File: src/design/bdq_pkg.sv
// shared constants for the bounded deque with positional insert and remove
`default_nettype none

package bdq_pkg;

  localparam int DefDepth = 16;

  localparam int KindW   = 3;
  localparam int ValueW  = 32;
  localparam int PosW    = 4;
  localparam int StatusW = 2;

  // operation codes
  localparam logic [KindW-1:0] KindPushTail = 3'd0;
  localparam logic [KindW-1:0] KindPushHead = 3'd1;
  localparam logic [KindW-1:0] KindPopHead  = 3'd2;
  localparam logic [KindW-1:0] KindPopTail  = 3'd3;
  localparam logic [KindW-1:0] KindInsertAt = 3'd4;
  localparam logic [KindW-1:0] KindRemoveAt = 3'd5;

  // result status codes
  localparam logic [StatusW-1:0] StOk    = 2'd0;
  localparam logic [StatusW-1:0] StEmpty = 2'd1;
  localparam logic [StatusW-1:0] StFull  = 2'd2;

endpackage

`default_nettype wire

File: src/design/bounded_deque_positional_core.sv
// top level: bounded deque with positional insert and remove, shifted one entry per cycle
//
//  channel   ports                                   direction  transfer when
//  command   start_i kind_i value_i position_i       in         start_i && !busy_o
//  result    done_o status_o removed_value_o count_o out        done_o (one cycle)
//
// steps: an error or unknown kind answers in the cycle after the transfer. a push or
// insert runs S_SHIFT to move entries up from the insert index, then S_WRITE; a pop or
// remove runs S_READ, S_GRAB, then S_SHIFT to close the gap. The entry memory moves one
// entry per cycle (read of the source overlaps the write of the previous destination).
// reset: count clears, the entry memory is left as is and is never read before written.
// stalls: busy_o stays high until the result cycle; the receiver cannot stall results.
`default_nettype none

module bounded_deque_positional_core #(
  parameter int DEPTH = bdq_pkg::DefDepth
) (
  input  wire logic                                  clk_i,
  input  wire logic                                  rst_ni,
  input  wire logic                                  start_i,
  input  wire logic [bdq_pkg::KindW-1:0]             kind_i,
  input  wire logic signed [bdq_pkg::ValueW-1:0]     value_i,
  input  wire logic [bdq_pkg::PosW-1:0]              position_i,
  output logic                                       busy_o,
  output logic                                       done_o,
  output logic [bdq_pkg::StatusW-1:0]                status_o,
  output logic signed [bdq_pkg::ValueW-1:0]          removed_value_o,
  output logic [$clog2(DEPTH+1)-1:0]                 count_o
);
  import bdq_pkg::*;

  localparam int AW = $clog2(DEPTH);
  localparam int CW = $clog2(DEPTH + 1);
  // compare width for position against the last index
  localparam int XW = (CW > PosW) ? CW : PosW;

  typedef enum logic [2:0] {
    S_IDLE,
    S_READ,   // remove: fetch the entry being taken out
    S_GRAB,   // remove: capture it
    S_SHIFT,  // move entries one per cycle
    S_WRITE   // insert: drop the new value into the gap
  } state_e;

  state_e state_q;

  // entry memory, one write and one registered read per cycle
  logic signed [ValueW-1:0] mem_q [DEPTH];
  logic signed [ValueW-1:0] rd_data_q;
  logic [AW-1:0]            rd_addr;
  logic                     mem_we;
  logic [AW-1:0]            mem_wa;
  logic signed [ValueW-1:0] mem_wd;

  // sequencer state
  logic [CW-1:0]            count_q;
  logic [AW-1:0]            ptr_q;       // next destination to move into
  logic [AW-1:0]            end_q;       // destination that ends the move
  logic                     up_q;        // 1: open a gap (insert), 0: close one (remove)
  logic                     pend_q;      // a read is in flight, write it next cycle
  logic [AW-1:0]            pend_addr_q;
  logic signed [ValueW-1:0] value_q;
  logic                     done_q;
  logic [StatusW-1:0]       status_q;
  logic signed [ValueW-1:0] removed_q;

  // decode of the incoming command
  logic          is_push;
  logic          is_pop;
  logic          is_full;
  logic          is_empty;
  logic [AW-1:0] last_idx;
  logic [XW-1:0] pos_x;
  logic [XW-1:0] last_x;
  logic [AW-1:0] clamp_idx;
  logic [AW-1:0] ins_idx;
  logic [AW-1:0] rem_idx;

  always_comb begin
    is_push  = (kind_i == KindPushTail) || (kind_i == KindPushHead) ||
               (kind_i == KindInsertAt);
    is_pop   = (kind_i == KindPopHead) || (kind_i == KindPopTail) ||
               (kind_i == KindRemoveAt);
    is_full  = (count_q == CW'(DEPTH));
    is_empty = (count_q == '0);
    last_idx = AW'(count_q - CW'(1));
    pos_x    = XW'(position_i);
    last_x   = XW'(last_idx);
    // min(position, count-1)
    clamp_idx = (pos_x < last_x) ? AW'(pos_x) : last_idx;

    priority if (kind_i == KindPushTail) begin
      ins_idx = AW'(count_q);
    end else if ((kind_i == KindPushHead) || is_empty || (position_i == '0)) begin
      ins_idx = '0;
    end else begin
      ins_idx = clamp_idx + AW'(1);
    end

    priority if (kind_i == KindPopHead) begin
      rem_idx = '0;
    end else if (kind_i == KindPopTail) begin
      rem_idx = last_idx;
    end else begin
      rem_idx = clamp_idx;
    end
  end

  // memory port control
  always_comb begin
    rd_addr = ptr_q;
    mem_we  = 1'b0;
    mem_wa  = pend_addr_q;
    mem_wd  = rd_data_q;
    unique case (state_q)
      S_SHIFT: begin
        mem_we = pend_q;
        if (ptr_q != end_q) begin
          rd_addr = up_q ? (ptr_q - AW'(1)) : (ptr_q + AW'(1));
        end
      end
      S_WRITE: begin
        mem_we = 1'b1;
        mem_wa = ptr_q;
        mem_wd = value_q;
      end
      default: ;
    endcase
  end

  always_ff @(posedge clk_i) begin
    if (mem_we) begin
      mem_q[mem_wa] <= mem_wd;
    end
    rd_data_q <= mem_q[rd_addr];
  end

  // sequencer
  always_ff @(posedge clk_i or negedge rst_ni) begin
    if (!rst_ni) begin
      state_q     <= S_IDLE;
      count_q     <= '0;
      ptr_q       <= '0;
      end_q       <= '0;
      up_q        <= 1'b0;
      pend_q      <= 1'b0;
      pend_addr_q <= '0;
      value_q     <= '0;
      done_q      <= 1'b0;
      status_q    <= StOk;
      removed_q   <= '0;
    end else begin
      done_q <= 1'b0;
      unique case (state_q)
        S_IDLE: begin
          if (start_i) begin
            pend_q <= 1'b0;
            priority if (is_push && is_full) begin
              done_q    <= 1'b1;
              status_q  <= StFull;
              removed_q <= '0;
            end else if (is_pop && is_empty) begin
              done_q    <= 1'b1;
              status_q  <= StEmpty;
              removed_q <= '0;
            end else if (is_push) begin
              // open a gap from the tail down to the insert index
              ptr_q   <= AW'(count_q);
              end_q   <= ins_idx;
              up_q    <= 1'b1;
              value_q <= value_i;
              state_q <= S_SHIFT;
            end else if (is_pop) begin
              ptr_q   <= rem_idx;
              end_q   <= last_idx;
              up_q    <= 1'b0;
              state_q <= S_READ;
            end else begin
              // unknown kind: nothing changes
              done_q    <= 1'b1;
              status_q  <= StOk;
              removed_q <= '0;
            end
          end
        end
        S_READ: begin
          state_q <= S_GRAB;
        end
        S_GRAB: begin
          removed_q <= rd_data_q;
          state_q   <= S_SHIFT;
        end
        S_SHIFT: begin
          if (ptr_q != end_q) begin
            pend_q      <= 1'b1;
            pend_addr_q <= ptr_q;
            ptr_q       <= up_q ? (ptr_q - AW'(1)) : (ptr_q + AW'(1));
          end else begin
            pend_q <= 1'b0;
            if (up_q) begin
              state_q <= S_WRITE;
            end else begin
              // gap closed: report the removal
              count_q  <= count_q - CW'(1);
              done_q   <= 1'b1;
              status_q <= StOk;
              state_q  <= S_IDLE;
            end
          end
        end
        S_WRITE: begin
          count_q   <= count_q + CW'(1);
          done_q    <= 1'b1;
          status_q  <= StOk;
          removed_q <= '0;
          state_q   <= S_IDLE;
        end
        default: state_q <= S_IDLE;
      endcase
    end
  end

  assign busy_o          = (state_q != S_IDLE);
  assign done_o          = done_q;
  assign status_o        = status_q;
  assign removed_value_o = removed_q;
  assign count_o         = count_q;

endmodule

`default_nettype wire

File: config.mk
export PLATFORM = sky130hd
export DESIGN_NAME = bounded_deque_positional_core
export DESIGN_NICKNAME = d
export VERILOG_FILES = /design/src/design/bdq_pkg.sv /design/src/design/bounded_deque_positional_core.sv
export SDC_FILE = /design/constraint.sdc
export NUM_CORES = 1
export LEC_CHECK = 0
export BUFFER_PORTS_ARGS = -buffer_cell sky130_fd_sc_hd__clkbuf_2
export CAP_MARGIN = 40
export CORE_MARGIN = 1
export CORE_UTILIZATION = 45
export CTS_BUF_LIST = sky130_fd_sc_hd__clkbuf_16
export DETAILED_ROUTE_END_ITERATION = 12
export PLACE_DENSITY = 0.67
export SYNTH_ARGS = -nofsm -noshare
export SYNTH_HDL_FRONTEND = slang
export SYNTH_SLANG_ARGS = --single-unit
File: constraint.sdc
create_clock -name clk_i -period 4.7 [get_ports clk_i]
set_input_delay 0 -clock clk_i [delete_from_list [all_inputs] [get_ports clk_i]]
set_output_delay 0 -clock clk_i [all_outputs]
set_load 0.05 [all_outputs]
== Word-level counts from Yosys, hierarchy flattened ==
Memory sizes are Yosys's and may differ from the RTL's. A register that Yosys moved wholly into a read port is not among the register bits.
Cells that the tools add are included.

* Bits in registers: 89
* Bits in writable memories: 512
* Bits of input ports: 42
* Output and inout port bits: 41
* Word-level logic and storage cells: 125
* Memories: 1

{| class="wikitable"
|+ Memory list
! name !! depth !! bits a word !! rd ports !! clocked after memory_dff !! write ports !! line !! text
|-
| mem_q || 16 || 32 || 1 || 1 || 1 || bounded_deque_positional_core.sv:48 || <nowiki>logic signed [ValueW-1:0] mem_q [DEPTH];</nowiki>
|}

* Add/subtract/negate cells: 5
* $lt $le $gt $ge: 1
* Equal/unequal tests: 19
* Mux-type cells: 59
* Bitwise gates (word level): 2
* Reductions and logical operators: 27

{| class="wikitable"
|+ Operators with widths
! operator !! count
|-
| 2-to-1 mux 32 bit || 6
|-
| case mux 32 bit (3 select lines) || 1
|-
| 2-to-1 mux 4 bit || 16
|-
| 2-to-1 mux 3 bit || 7
|-
| AND reduction 5 bit || 4
|-
| 2-to-1 mux 2 bit || 7
|-
| 2-to-1 mux 1 bit || 13
|-
| == test 3 x 2 -> 1 bit, second input constant || 4
|-
| case mux 3 bit (4 select lines) || 1
|-
| 2-to-1 mux 5 bit || 2
|-
| != test 2 bit, second input constant || 5
|-
| case mux 5 bit (2 select lines) || 1
|-
| == test 3 bit, second input constant || 3
|-
| nonzero test 3 bit || 3
|-
| adder 4 x 1 -> 4 bit, second input constant || 2
|-
| != test 4 bit, second input constant || 2
|-
| case mux 4 bit (2 select lines) || 1
|-
| == test 3 x 1 -> 1 bit, second input constant || 2
|-
| logical NOT 3 bit || 2
|-
| logical OR 1 bit || 6
|-
| case mux 2 bit (3 select lines) || 1
|-
| AND reduction 6 bit || 1
|-
| nonzero test 2 bit || 3
|-
| adder 5 x 1 -> 5 bit, second input constant || 1
|-
| other kinds (15) || 19
|}

== Longest topological paths before layout ==
Gate-level depths: netlist of the first run.

* Depth after elaboration: 11
* Gate-level depth with buffers: 14
* Depth with buffers taken out: 13

== Least setup slack after synthesis of the first run ==
Ideal clock, no wire load.

* Path kind: reg-to-reg
* Start point: register count_q[0], in the netlist count_o[0]
* End point: register end_q[2]
* Library setup time: 90 ps
* Arrival time: 3223 ps
* Data required time: 4610 ps
* Slack: 1387 ps
* Stages on the path, launching flop included: 15
* Buffers on the path: 1
* Clock period less this slack: 3313 ps
* Cell sequence: dfrtp_1 > clkbuf_1 > inv_1 > ha_1 > xor2_1 > inv_1 > ha_1 > a21oi_1 > nand2_1 > maj3_1 > mux2i_1 > inv_1 > ha_1 > xor2_1 > o221ai_1

* Word-level cells in the longest chain between the ends: 7
* Elaborated cells between the ends (all ways): 17
* Classes of those cells: add/sub: 2; order compare: 1; eq/ne: 1; mux: 5; bitwise: 2; reduce/logical: 6

{| class="wikitable"
|+ Ends and longest elaborated chain
! element !! line !! text
|-
| start: declaration || bounded_deque_positional_core.sv:56 || <nowiki>logic [CW-1:0] count_q;</nowiki>
|-
| start signal: assignment || bounded_deque_positional_core.sv:204 || <nowiki>count_q <= count_q - CW'(1);</nowiki>
|-
| start signal: assignment || bounded_deque_positional_core.sv:212 || <nowiki>count_q <= count_q + CW'(1);</nowiki>
|-
| subtractor 5 x 1 -> 5 bit || -- ||
|-
| less-than comparator 4 bit || bounded_deque_positional_core.sv:90 || <nowiki>clamp_idx = (pos_x < last_x) ? AW'(pos_x) : last_idx;</nowiki>
|-
| 2-to-1 mux 4 bit || bounded_deque_positional_core.sv:90 ||
|-
| adder 4 x 1 -> 4 bit || bounded_deque_positional_core.sv:97 || <nowiki>ins_idx = clamp_idx + AW'(1);</nowiki>
|-
| 2-to-1 mux 4 bit || bounded_deque_positional_core.sv:94 || <nowiki>end else if ((kind_i == KindPushHead) || is_empty || (position_i == '0)) begin</nowiki>
|-
| 2-to-1 mux 4 bit || bounded_deque_positional_core.sv:92 || <nowiki>priority if (kind_i == KindPushTail) begin</nowiki>
|-
| 2-to-1 mux 4 bit || bounded_deque_positional_core.sv:166 || <nowiki>end else if (is_push) begin</nowiki>
|-
| end signal: assignment || bounded_deque_positional_core.sv:169 || <nowiki>end_q <= ins_idx;</nowiki>
|-
| end signal: assignment || bounded_deque_positional_core.sv:175 || <nowiki>end_q <= last_idx;</nowiki>
|-
| end: declaration || bounded_deque_positional_core.sv:58 || <nowiki>logic [AW-1:0] end_q;</nowiki>
|}

Parallel ways exist; a longest one is shown, timed or not. The select of a mux whose other input is x is not followed.
A chain may end at the register's enable or synchronous reset.

== Worst setup path after layout of the first run ==
* Start point: register count_q[0], in the netlist count_o[0]
* End point: register ptr_q[0]

* Word-level cells in the longest chain between the ends: 11
* Elaborated cells between the ends (all ways): 18
* Classes of those cells: add/sub: 1; order compare: 1; eq/ne: 3; mux: 9; reduce/logical: 4

{| class="wikitable"
|+ Ends and longest elaborated chain
! element !! line !! text
|-
| subtractor 5 x 1 -> 5 bit || -- ||
|-
| less-than comparator 4 bit || bounded_deque_positional_core.sv:90 ||
|-
| 2-to-1 mux 4 bit || bounded_deque_positional_core.sv:90 ||
|-
| 2-to-1 mux 4 bit || bounded_deque_positional_core.sv:102 || <nowiki>end else if (kind_i == KindPopTail) begin</nowiki>
|-
| 2-to-1 mux 4 bit || bounded_deque_positional_core.sv:100 || <nowiki>priority if (kind_i == KindPopHead) begin</nowiki>
|-
| 2-to-1 mux 4 bit || bounded_deque_positional_core.sv:173 || <nowiki>end else if (is_pop) begin</nowiki>
|-
| 2-to-1 mux 4 bit || bounded_deque_positional_core.sv:166 ||
|-
| 2-to-1 mux 4 bit || bounded_deque_positional_core.sv:162 || <nowiki>end else if (is_pop && is_empty) begin</nowiki>
|-
| 2-to-1 mux 4 bit || bounded_deque_positional_core.sv:158 || <nowiki>priority if (is_push && is_full) begin</nowiki>
|-
| 2-to-1 mux 4 bit || bounded_deque_positional_core.sv:156 || <nowiki>if (start_i) begin</nowiki>
|-
| case mux 4 bit (2 select lines) || bounded_deque_positional_core.sv:154 || <nowiki>unique case (state_q)</nowiki>
|-
| end signal: assignment || bounded_deque_positional_core.sv:168 || <nowiki>ptr_q <= AW'(count_q);</nowiki>
|-
| end signal: assignment || bounded_deque_positional_core.sv:174 || <nowiki>ptr_q <= rem_idx;</nowiki>
|-
| end signal: assignment || bounded_deque_positional_core.sv:197 || <nowiki>ptr_q <= up_q ? (ptr_q - AW'(1)) : (ptr_q + AW'(1));</nowiki>
|-
| end: declaration || bounded_deque_positional_core.sv:57 || <nowiki>logic [AW-1:0] ptr_q;</nowiki>
|}

Parallel ways exist; a longest one is shown, timed or not. The select of a mux whose other input is x is not followed.

==> results of run 1 <==
[cell families (layout without fill, tap and decap cells)]
| kind of cell | count (synthesis) | after routing | synth area share (%) |
|---|---|---|---|
| DFF | 633 | 633 | 73.72 |
| muxes | 259 | 259 | 17.11 |
| and+or+nand+nor | 205 | 205 | 3.484 |
| AOI/OAI and AO/OA | 104 | 104 | 3.064 |
| buffers and inverters | 84 | 305 | 1.487 |
| xor gates and xnor gates | 16 | 16 | 0.5663 |
| adders and majority gates | 11 | 11 | 0.5663 |
[layout by cell type (no fill, tap or decap), types with 14 or more instances in the layout]
| cell type | n |
|---|---|
| sky130_fd_sc_hd__edfxtp_1 | 512 |
| sky130_fd_sc_hd__nand2_1 | 131 |
| sky130_fd_sc_hd__mux4_2 | 128 |
| sky130_fd_sc_hd__mux2i_1 | 99 |
| sky130_fd_sc_hd__dfrtp_1 | 89 |
| sky130_fd_sc_hd__clkbuf_2 | 81 |
| sky130_fd_sc_hd__clkbuf_16 | 70 |
| sky130_fd_sc_hd__buf_4 | 39 |
| sky130_fd_sc_hd__dlygate4sd3_1 | 38 |
| sky130_fd_sc_hd__a22o_1 | 33 |
| sky130_fd_sc_hd__mux2_2 | 32 |
| sky130_fd_sc_hd__dfxtp_1 | 32 |
| sky130_fd_sc_hd__inv_1 | 29 |
| sky130_fd_sc_hd__nor2_1 | 18 |
| sky130_fd_sc_hd__a21oi_1 | 18 |
| sky130_fd_sc_hd__o21ai_0 | 16 |
| sky130_fd_sc_hd__nor2_4 | 16 |
| sky130_fd_sc_hd__clkinv_1 | 14 |
[worst max-delay path by stage]
stage	slack (ns)	endpoint
detailed placement	1.17	rd_data_q[17]
finish	1.07	ptr_q[0]
floorplan	1.39	end_q[2]
CTS	1.08	ptr_q[0]
global route	0.82	ptr_q[0]
global placement	1.16	rd_data_q[14]
[report_power, final]
part / switching, uW / internal [uW]
registers: 484 / 7730
clock network: 2080 / 3020
logic: 5470 / 4550
[stage by stage]
step | util [%] | cells | hold WS, ns
floorplan | - | 1312 | -0.2956
CTS | 53.59 | 2229 | 0.002486
detailed placement | 48.88 | 2071 | 0.05306
global route | 53.59 | 2229 | 0.02888
finish | 53.59 | 2229 | 0.003777
global placement | 48.72 | 2064 | 0.04900
[critical path, stage by stage, from the launching register on]
cell	delay (ns)
sky130_fd_sc_hd__dfrtp_1	0.58
sky130_fd_sc_hd__inv_1	0.16
sky130_fd_sc_hd__ha_1	0.28
sky130_fd_sc_hd__xor2_1	0.31
sky130_fd_sc_hd__inv_1	0.09
sky130_fd_sc_hd__ha_1	0.30
sky130_fd_sc_hd__a21oi_1	0.16
sky130_fd_sc_hd__nand2_1	0.09
sky130_fd_sc_hd__maj3_1	0.35
sky130_fd_sc_hd__a2bb2oi_1	0.36
sky130_fd_sc_hd__nand3b_1	0.12
sky130_fd_sc_hd__dlygate4sd3_1	0.58
sky130_fd_sc_hd__a31oi_1	0.17
[routing by layer]
layer / wire length [um] / vias to the layer above / track usage, %
li1: - / 5541 / -
met1: 23340 / 6555 / 27.55
met5: 0 / - / 0
met4: 1077 / 0 / 6.513
met3: 3089 / 70 / 2.984
met2: 25780 / 374 / 31.58
[cell type report]
cell class / count / area [um2] / share of cell area (%)
clock inverter: 49 / 385.4 / 1.331
inverter: 15 / 56.30 / 0.1945
tap: 696 / 870.8 / 3.008
sequential: 633 / 18240 / 63.01
clock buffer: 70 / 1752 / 6.050
multi-input combinational: 595 / 6315 / 21.81
timing repair buffer: 171 / 1330 / 4.594
[repair_timing]
item / in CTS / in global routing
setup endpoints to repair: 0 / 0
hold endpoints to repair: 82 / 0
hold buffers: 39 / 0
[state kept, by name (all words and copies together), names as in the netlist, 2 cells and up]
signal	flops
value_q	32
status_o	2
state_q	3
end_q	4
removed_value_o	32
count_o	5
rd_data_q	32
ptr_q	4
mem_q	512
pend_addr_q	4
==> run_results.csv, run 1 <==
group,metric,value,unit
detailed_routing,drc,0,
min_path,min_from,"position_i[2]",
placed_design,detailed_place.area,26410,um2
power_and_ir_drop,total_power,23330,uW
placed_design,dp_worst_setup_slack,1.167,ns
synthesis,syn-cell-area,24740,um2
clock_network,cts.htree.levels,3,
worst_setup_path,critPathArrivalTime,4.13,ns
synthesis,post-synth-top-area-cell,"sky130_fd_sc_hd__edfxtp_1",
grt,grt_pass1_wl,80.99,mm
detailed_routing,initialDrtViolationCount,1064,
grt,grt_use_total,19.62,%
min_path,min_delay_worst_endpoint,"end_q[2]",
clock_network,clock_root_buffer,"sky130_fd_sc_hd__clkbuf_16",
run_status,run_status,"complete, no violations",
grt,first_global_vias,13070,
clock_network,clock_sink_count,633,
placed_design,dp_hpwl,30.00,mm
synthesis,yosysWarnings,0,
power_and_ir_drop,vdd_ir_drop_max,0.8311,mV
detailed_routing,avg_vias_per_cell,5.626,
finish,final_layout_size_suffix_gt1_share,26.81,%
finish,nFillCells,4213,
sta,max-slew-margin-rel,46.15,%
grt,antenna_found_initial,0,
finish,stdcell_area,28950,um2
sta,setup_tns_after_final_layout,0,ns
worst_setup_path,worstPathMaxFanout,11,
min_path,hold_path_depth,4,
worst_setup_path,crit_path_from,"count_o[0]",
finish,antenna_cells,0,
worst_setup_path,worstPathRequired,5.20,ns
detailed_routing,vias,12540,
synthesis,ys_ff_latch,633,
worst_setup_path,r2r_setup_slack,1.07,ns
clock_network,worst_setup_hold_path_clk_slew,0.06,ns
sta,timing.clock.skew,0.02244,ns
detailed_routing,wl_per_cell,23.91,um
worst_setup_path,worst_setup_path_start_kind,"flop",
sta,timing.final.ws_setup,1.069,ns
synthesis,synth-seq-area-share,73.72,%
clock_network,clock_insertion_delay_worst_skew,0.60,ns
detailed_routing,detail_route.first_pass.iterations,5,
synthesis,yosys.area.top_type_share,62.13,%
detailed_routing,routed_wirelength,53.29,mm
synthesis,async_reset_ff_share,14.06,%
synthesis,syn_area_per_cell,18.86,um2
synthesis,post_synth_main_area_contributors,"sky130_fd_sc_hd__edfxtp_1, sky130_fd_sc_hd__mux4_2, sky130_fd_sc_hd__dfrtp_1, sky130_fd_sc_hd__mux2i_1, sky130_fd_sc_hd__dfxtp_1",
sta,final_count_of_negative_setup_slack_endpoints,0,
clock_network,post_cts_resized,0,
power_and_ir_drop,static-leakage-power,0.01032,uW
floorplanning,die-width,236.5,um
sta,fin_crit_sh,77.25,%
floorplanning,floorplan.io_pins,83,
sta,fmaxAchievable,275.4,MHz
floorplanning,floorplan.initialDensity,45.80,%
sta,tightestPinTransition,0.8060,ns
synthesis,netlist_top_cells_count,"sky130_fd_sc_hd__edfxtp_1, sky130_fd_sc_hd__nand2_1, sky130_fd_sc_hd__mux4_2, sky130_fd_sc_hd__mux2i_1, sky130_fd_sc_hd__dfrtp_1",
floorplanning,core_region_area,54030,um2
synthesis,synth_edf_count,512,
sta,grt_setup_unrepaired,"no",
sta,maxSlewViolCount,0,
floorplanning,floorplan.rows,85,
sta,report.final.hold_viol_count,0,
synthesis,ys_dominant_reg_cell,"sky130_fd_sc_hd__edfxtp_1",
synthesis,postSynthCellCount,1312,
min_path,hold_class,"input port to flop",
clock_network,cts-root-to-sink-buffers,3,
finish,layout-area-overhead-vs-synth,17.00,%
clock_network,tritoncts,"done",
floorplanning,dieHeight,236.5,um
worst_setup_path,reg2regPathDepth,12,
run,max_cap_violations,0,
placed_design,gp_congestion,0.7697,
finish,fin_nets,1533,
grt,maximum_number_of_pins_on_one_net_before_global_route_repair,101,
worst_setup_path,end_kind,"flop",
clock_network,cts_setup_buffers,0,
grt,grt_overflow,0,
synthesis,post-synth-top-count-cell,"sky130_fd_sc_hd__edfxtp_1",
floorplanning,die_area,55930,um2
synthesis,ys_types,53,
clock_network,tritoncts.num_buffers,66,
worst_setup_path,startpoint_to_endpoint_class_of_the_critical_path,"flop to flop",
worst_setup_path,critical_path.reg2reg.endpoint,"ptr_q[0]",
synthesis,syn_nets,1363,
sta,post-route-min-period,3.631,ns
worst_setup_path,crit-reg2reg-launch,"count_o[0]",
power_and_ir_drop,powerDensity,805.8,nW/um2
detailed_routing,antenna_left,0,
placed_design,port_buffers,82,
No activity file was read; power rests on OpenSTA's default activity.
==> run 2: changes to the inputs <==
--- a/config.mk
+++ b/config.mk
@@ -11,7 +11,7 @@
 export CORE_UTILIZATION = 45
 export CTS_BUF_LIST = sky130_fd_sc_hd__clkbuf_16
 export DETAILED_ROUTE_END_ITERATION = 12
-export PLACE_DENSITY = 0.67
+export PLACE_DENSITY = 0.69
 export SYNTH_ARGS = -nofsm -noshare
 export SYNTH_HDL_FRONTEND = slang
 export SYNTH_SLANG_ARGS = --single-unit
==> constraint.sdc (replaced) <==
create_clock -name clk_i -period 3.1 [get_ports clk_i]
set_input_delay 0 -clock clk_i [delete_from_list [all_inputs] [get_ports clk_i]]
set_output_delay 0 -clock clk_i [all_outputs]
set_load 0.05 [all_outputs]
==> run 2 against run 1 <==
Register-to-register slack worse by 0.91 ns. Combinational power is 59% higher. Setup slack worse by 0.91 ns. Hold slack better by 0.019 ns. First-iteration DRC count is 5.3% lower. Final cell count is 1.2% higher. Largest power group unchanged.
==> run_results.csv, run 2 (synthesized netlist as in run 1, its figures left out) <==
group,metric,value,unit
run_status,run_status,"complete, no violations",
worst_setup_path,worstPathRequired,3.56,ns
power_and_ir_drop,power.internal,23600,uW
detailed_routing,avg_vias_per_cell,5.678,
detailed_routing,detail_route.first_pass.iterations,5,
run,max_cap_violations,0,
worst_setup_path,end_kind,"flop",
finish,seqCellArea,18240,um2
detailed_routing,vias,12805,
power_and_ir_drop,pwr-share-clk,21.5,%
clock_network,tritoncts.num_buffers,66,
grt,grt_use_total,19.98,%
worst_setup_path,critPathArrivalTime,3.40,ns
sta,post-route-min-period,2.944,ns
sta,max-slew-margin-rel,56.08,%
floorplanning,floorplan.rows,85,
sta,fmaxAchievable,339.7,MHz
detailed_routing,wl_per_cell,23.90,um
floorplanning,die_area,55930,um2
sta,report.final.hold_viol_count,0,
detailed_routing,drc,0,
clock_network,cts.htree.levels,3,
worst_setup_path,crit-reg2reg-launch,"count_o[0]",
worst_setup_path,critical_path.most_common_cell,"sky130_fd_sc_hd__inv_1",
placed_design,gp_congestion,0.7772,
grt,grt_pass1_wl,82.52,mm
detailed_routing,routed_wirelength,53.89,mm
placed_design,detailed_place.area,26690,um2
power_and_ir_drop,swShare,34.42,%
grt,first_global_vias,13227,
worst_setup_path,critical_path_buf_inv_count,3,
worst_setup_path,slowest_delay,0.43,ns
finish,final_common_cell,"sky130_fd_sc_hd__edfxtp_1",
clock_network,clock_sink_count,633,
finish,fin_nets,1557,
detailed_routing,antenna_left,0,
grt,maximum_number_of_pins_on_one_net_before_global_route_repair,85,
finish,nFillCells,4134,
finish,stdcell_area,29240,um2
finish,final_layout_size_suffix_gt1_share,28.22,%
clock_network,tritoncts,"done",
floorplanning,floorplan.initialDensity,45.80,%
sta,maxSlewViolCount,0,
placed_design,port_buffers,82,
worst_setup_path,crit_path_from,"count_o[0]",
sta,fin_crit_sh,94.96,%
worst_setup_path,cpLargestDelayFamily,"adder cells",
finish,antenna_cells,0,
floorplanning,core_region_area,54030,um2
sta,timing.final.ws_setup,0.1562,ns
worst_setup_path,r2r_setup_slack,0.16,ns
worst_setup_path,reg2regPathDepth,13,
finish,largest_register_ffs,512,
finish,postLayoutCoreUtil,54.12,%
clock_network,clock_root_buffer,"sky130_fd_sc_hd__clkbuf_16",
power_and_ir_drop,p_switching,12390,uW
grt,antenna_found_initial,0,
finish,max_flop_register,"mem_q",
worst_setup_path,cp_cell_sequence,"inv_1, ha_2, xor2_1, inv_1, ha_1, a21oi_1, nand2_1, maj3_1, mux2i_2, inv_1, ha_1, xor2_1, o221ai_1",
worst_setup_path,startpoint_to_endpoint_class_of_the_critical_path,"flop to flop",
floorplanning,dieHeight,236.5,um
grt,grt_overflow,0,
placed_design,post-place-cells,2095,
sta,final_count_of_negative_setup_slack_endpoints,0,
power_and_ir_drop,vdd_ir_drop_max,0.9650,mV
placed_design,dp_hpwl,30.39,mm
floorplanning,floorplan.io_pins,83,
min_path,hold_class,"input port to async pin",
finish,layout-area-overhead-vs-synth,18.16,%
power_and_ir_drop,powerDensity,1231,nW/um2
power_and_ir_drop,static-leakage-power,0.01049,uW
clock_network,cts-root-to-sink-buffers,3,
worst_setup_path,critical_path.reg2reg.endpoint,"end_q[2]",
finish,finalNonFillerCells,2255,
floorplanning,die-width,236.5,um
finish,multiInputGateArea,6327,um2
power_and_ir_drop,power_frac_comb,44.1,%
power_and_ir_drop,sequentialPowerShare,34.5,%
clock_network,worst_setup_hold_path_clk_slew,0.06,ns
worst_setup_path,worstPathMaxFanout,4,
sta,tightestPinTransition,0.6558,ns
worst_setup_path,cpMaxStageDelayCell,"sky130_fd_sc_hd__maj3_1",
detailed_routing,initialDrtViolationCount,1008,
finish,most_used_cells_in_the_layout_excluding_fill_and_tap_cells,"sky130_fd_sc_hd__edfxtp_1, sky130_fd_sc_hd__nand2_1, sky130_fd_sc_hd__mux4_2, sky130_fd_sc_hd__mux2i_1, sky130_fd_sc_hd__dfrtp_1",
placed_design,dp_worst_setup_slack,0.1683,ns
clock_network,clock_insertion_delay_worst_skew,0.59,ns
sta,finalHoldWorstSlack,0.02292,ns
sta,timing.clock.skew,0.01823,ns
worst_setup_path,worst_setup_path_start_kind,"flop",
## run 2: how the worst max path moves through the flow
stage / to / slack (ns) / depth (start not counted)
2_1_floorplan: mem_q[4][0] / -0.21 / 7
3_3_place_gp: end_q[2] / 0.22 / 13
3_5_place_dp: end_q[1] / 0.17 / 13
4_1_cts: end_q[2] / 0.15 / 13
5_1_grt: end_q[2] / -0.001 / 13
6_report: end_q[2] / 0.16 / 13
## run 2: timing repair
item | 4_1_cts | 5_1_grt
resized for setup | 0 | 3
setup buffers | 0 | 0
hold buffers | 39 | 0
endpoints found under the hold margin | 130 | 0
endpoints found under the setup margin | 0 | 3
## run 2: layer usage
metal	up-vias	track usage, %	share of wire, %
li1	5594	-	-
met1	6712	27.91	43
met2	417	32.52	49
met3	82	3.439	6.3
met4	0	5.549	1.8
met5	-	0	0
## run 2: metrics by stage
step / total power [uW] / TNS [ns]
after CTS: 36400 / 0
final: 35990 / 0
after global routing: 37910 / -0.001732
after detailed placement: 28540 / 0
after floorplan: 24040 / -50.58
after global placement: 28150 / 0
## run 2: power groups by stage
stage | registers, uW | logic, uW | clock network, uW
CTS | 12400 | 16100 | 7890
finish | 12400 | 15900 | 7730
floorplan | 13100 | 11000 | 0
global route | 12500 | 17200 | 8210
detailed placement | 12600 | 16000 | 0
global placement | 12500 | 15600 | 0
## run 2: tightest hold or removal path, cell delays in order
cell and delay, ns:
sky130_fd_sc_hd__dlygate4sd3_1 0.53, sky130_fd_sc_hd__buf_4 0.12, sky130_fd_sc_hd__buf_12 0.38
## run 2: cell type report
cell class	count	share of cell area (%)
sequential	633	62.40
multi-input combinational	595	21.64
clock buffer	71	6.077
timing repair buffer	195	5.460
tap	696	2.978
clock inverter	50	1.254
inverter	15	0.1926
==> run 3: changes to the inputs <==
--- a/config.mk
+++ b/config.mk
@@ -8,10 +8,10 @@
 export BUFFER_PORTS_ARGS = -buffer_cell sky130_fd_sc_hd__clkbuf_2
 export CAP_MARGIN = 40
 export CORE_MARGIN = 1
-export CORE_UTILIZATION = 45
+export CORE_UTILIZATION = 25
 export CTS_BUF_LIST = sky130_fd_sc_hd__clkbuf_16
 export DETAILED_ROUTE_END_ITERATION = 12
-export PLACE_DENSITY = 0.69
+export PLACE_DENSITY = 0.46
 export SYNTH_ARGS = -nofsm -noshare
 export SYNTH_HDL_FRONTEND = slang
 export SYNTH_SLANG_ARGS = --single-unit
==> run 3 against run 2 <==
Hold slack better by 0.017 ns. Clock power decreased by 0.6%. Clock-buffer cell count is 1 lower. Non-clock buffer count is 11 higher. Flip-flop and latch count is the same. Critical path type unchanged. Clock skew grew 0.0028 ns. Register-to-register slack better by 0.09 ns. Combinational power is 5% higher. Core utilization fell by 23 points. Final cell count up 27%. Via count shrank 0.85%.
==> run_results.csv, run 3 (synthesized netlist as in run 1, its figures left out) <==
group,metric,value,unit
floorplanning,floorplan.io_pins,83,
worst_setup_path,number_of_cells_on_the_critical_path,13,
detailed_routing,drc,0,
sta,report.final.hold_viol_count,0,
detailed_routing,detail_route.first_pass.iterations,5,
clock_network,clock_sink_count,633,
power_and_ir_drop,static-leakage-power,0.01057,uW
floorplanning,floorplan.rows,115,
detailed_routing,wl_per_cell,21.25,um
grt,grt_overflow,0,
run_status,run_status,"complete, no violations",
clock_network,cts.htree.levels,3,
grt,maximum_number_of_pins_on_one_net_before_global_route_repair,49,
clock_network,cts_setup_buffers,0,
grt,antenna_found_initial,4,
detailed_routing,antenna_left,0,
sta,fmaxAchievable,351.0,MHz
clock_network,cts-root-to-sink-buffers,3,
worst_setup_path,critical_path.most_common_cell,"sky130_fd_sc_hd__inv_1",
worst_setup_path,worst_setup_path_start_kind,"flop",
worst_setup_path,cp_cell_sequence,"inv_1, ha_2, xor2_1, inv_1, ha_1, a21oi_1, nand2_1, maj3_2, mux2i_2, inv_1, ha_1, xor2_1, o221ai_1",
placed_design,gp_congestion,0.7662,
floorplanning,dieHeight,316.6,um
floorplanning,core_region_area,98280,um2
sta,final_count_of_negative_setup_slack_endpoints,0,
sta,max-slew-margin-rel,53.92,%
worst_setup_path,reg2regPathDepth,13,
finish,largest_register_ffs,512,
placed_design,detailed_place.area,27640,um2
clock_network,tritoncts,"done",
clock_network,clock_root_buffer,"sky130_fd_sc_hd__clkbuf_16",
detailed_routing,avg_vias_per_cell,4.436,
grt,first_global_vias,13537,
finish,layout-area-overhead-vs-synth,21.91,%
worst_setup_path,cpMaxStageDelayCell,"sky130_fd_sc_hd__dfrtp_2",
floorplanning,floorplan.initialDensity,25.18,%
sta,timing.clock.skew,0.02104,ns
finish,final_common_cell,"sky130_fd_sc_hd__edfxtp_1",
finish,final_layout_size_suffix_gt1_share,28.54,%
finish,most_used_cells_in_the_layout_excluding_fill_and_tap_cells,"sky130_fd_sc_hd__edfxtp_1, sky130_fd_sc_hd__nand2_1, sky130_fd_sc_hd__mux4_2, sky130_fd_sc_hd__mux2i_1, sky130_fd_sc_hd__dfrtp_1",
detailed_routing,initialDrtViolationCount,610,
detailed_routing,vias,12696,
sta,fin_crit_sh,91.91,%
floorplanning,die-width,316.6,um
worst_setup_path,end_kind,"flop",
placed_design,port_buffers,82,
sta,setup_tns_after_final_layout,0,ns
worst_setup_path,cpLargestDelayFamily,"adder cells",
clock_network,clock_insertion_delay_worst_skew,0.60,ns
finish,stdcell_area,30170,um2
power_and_ir_drop,total_power,36700,uW
min_path,hold_path_depth,4,
sta,maxSlewViolCount,0,
sta,timing.final.ws_setup,0.2507,ns
clock_network,tritoncts.num_buffers,69,
placed_design,dp_worst_setup_slack,0.1893,ns
worst_setup_path,slowest_delay,0.40,ns
worst_setup_path,worstPathMaxFanout,4,
sta,finalHoldWorstSlack,0.03954,ns
min_path,hold_class,"input port to flop",
worst_setup_path,worstPathRequired,3.60,ns
detailed_routing,routed_wirelength,60.81,mm
power_and_ir_drop,powerDensity,1216,nW/um2
worst_setup_path,critPathArrivalTime,3.35,ns
sta,tightestPinTransition,0.6879,ns
worst_setup_path,critical_path_buf_inv_count,3,
placed_design,dp_hpwl,36.15,mm
worst_setup_path,startpoint_to_endpoint_class_of_the_critical_path,"flop to flop",
finish,max_flop_register,"mem_q",
grt,grt_pass1_wl,90.89,mm
power_and_ir_drop,vdd_ir_drop_max,0.8591,mV
grt,grt_use_total,12.39,%
sta,grt_setup_unrepaired,"no",
clock_network,worst_setup_hold_path_clk_slew,0.06,ns
floorplanning,die_area,100200,um2
run,max_cap_violations,0,
finish,fin_nets,1571,
sta,post-route-min-period,2.849,ns
## run 3: tightest hold or removal path, stage by stage
cell and delay (ns):
sky130_fd_sc_hd__clkbuf_2 0.22, sky130_fd_sc_hd__a21oi_1 0.18, sky130_fd_sc_hd__nand3_1 0.12, sky130_fd_sc_hd__o31ai_1 0.06
## run 3: final timing paths
| check | start | to | slack, ns |
|---|---|---|---|
| min in group asynchronous | rst_ni | count_o[3] | 0.49 |
| setup / recovery | count_o[0] | end_q[2] | 0.25 |
| setup reg to reg | count_o[0] | end_q[2] | 0.25 |
| hold / removal | kind_i[1] | status_o[1] | 0.04 |
| hold reg to reg | status_o[1] | status_o[1] | 0.49 |
| max in group asynchronous | rst_ni | value_q[15] | 2.11 |
## run 3: what timing repair did
| action | CTS | global route |
|---|---|---|
| setup endpoints to repair | 0 | 3 |
| hold endpoints to repair | 128 | 0 |
| gates resized for setup | 0 | 4 |
| hold buffers | 40 | 0 |
## run 3: metrics by stage
| stage | util (%) | instances |
|---|---|---|
| after floorplan | - | 1312 |
| after global routing | 30.70 | 2862 |
| final | 30.70 | 2862 |
| after CTS | 30.68 | 2860 |
| after detailed placement | 28.12 | 2696 |
| after global placement | 28.10 | 2692 |
## run 3: cell type report
type | instances | area, um2
repair buffers | 206 | 1824
flip-flops and latches | 633 | 18240
well taps | 1287 | 1610
inverters | 15 | 56.30
diodes | 2 | 5.005
clock buffers | 70 | 1752
clock inverters | 54 | 347.8
fillers | 9560 | 68110
multi-input cells | 595 | 6329
## run 3: power by group
group	switching (uW)	internal [uW]
logic	9040	7620
clock network	3320	4360
registers	631	11700
## run 3: per-layer routing
| metal | vias to the layer above | routed length, um | track usage [%] |
|---|---|---|---|
| met3 | 76 | 1940 | 1.844 |
| met2 | 197 | 29570 | 20.42 |
| met1 | 6785 | 28120 | 16.87 |
| met4 | 4 | 1136 | 3.649 |
| li1 | 5634 | - | - |
| met5 | - | 34 | 0 |
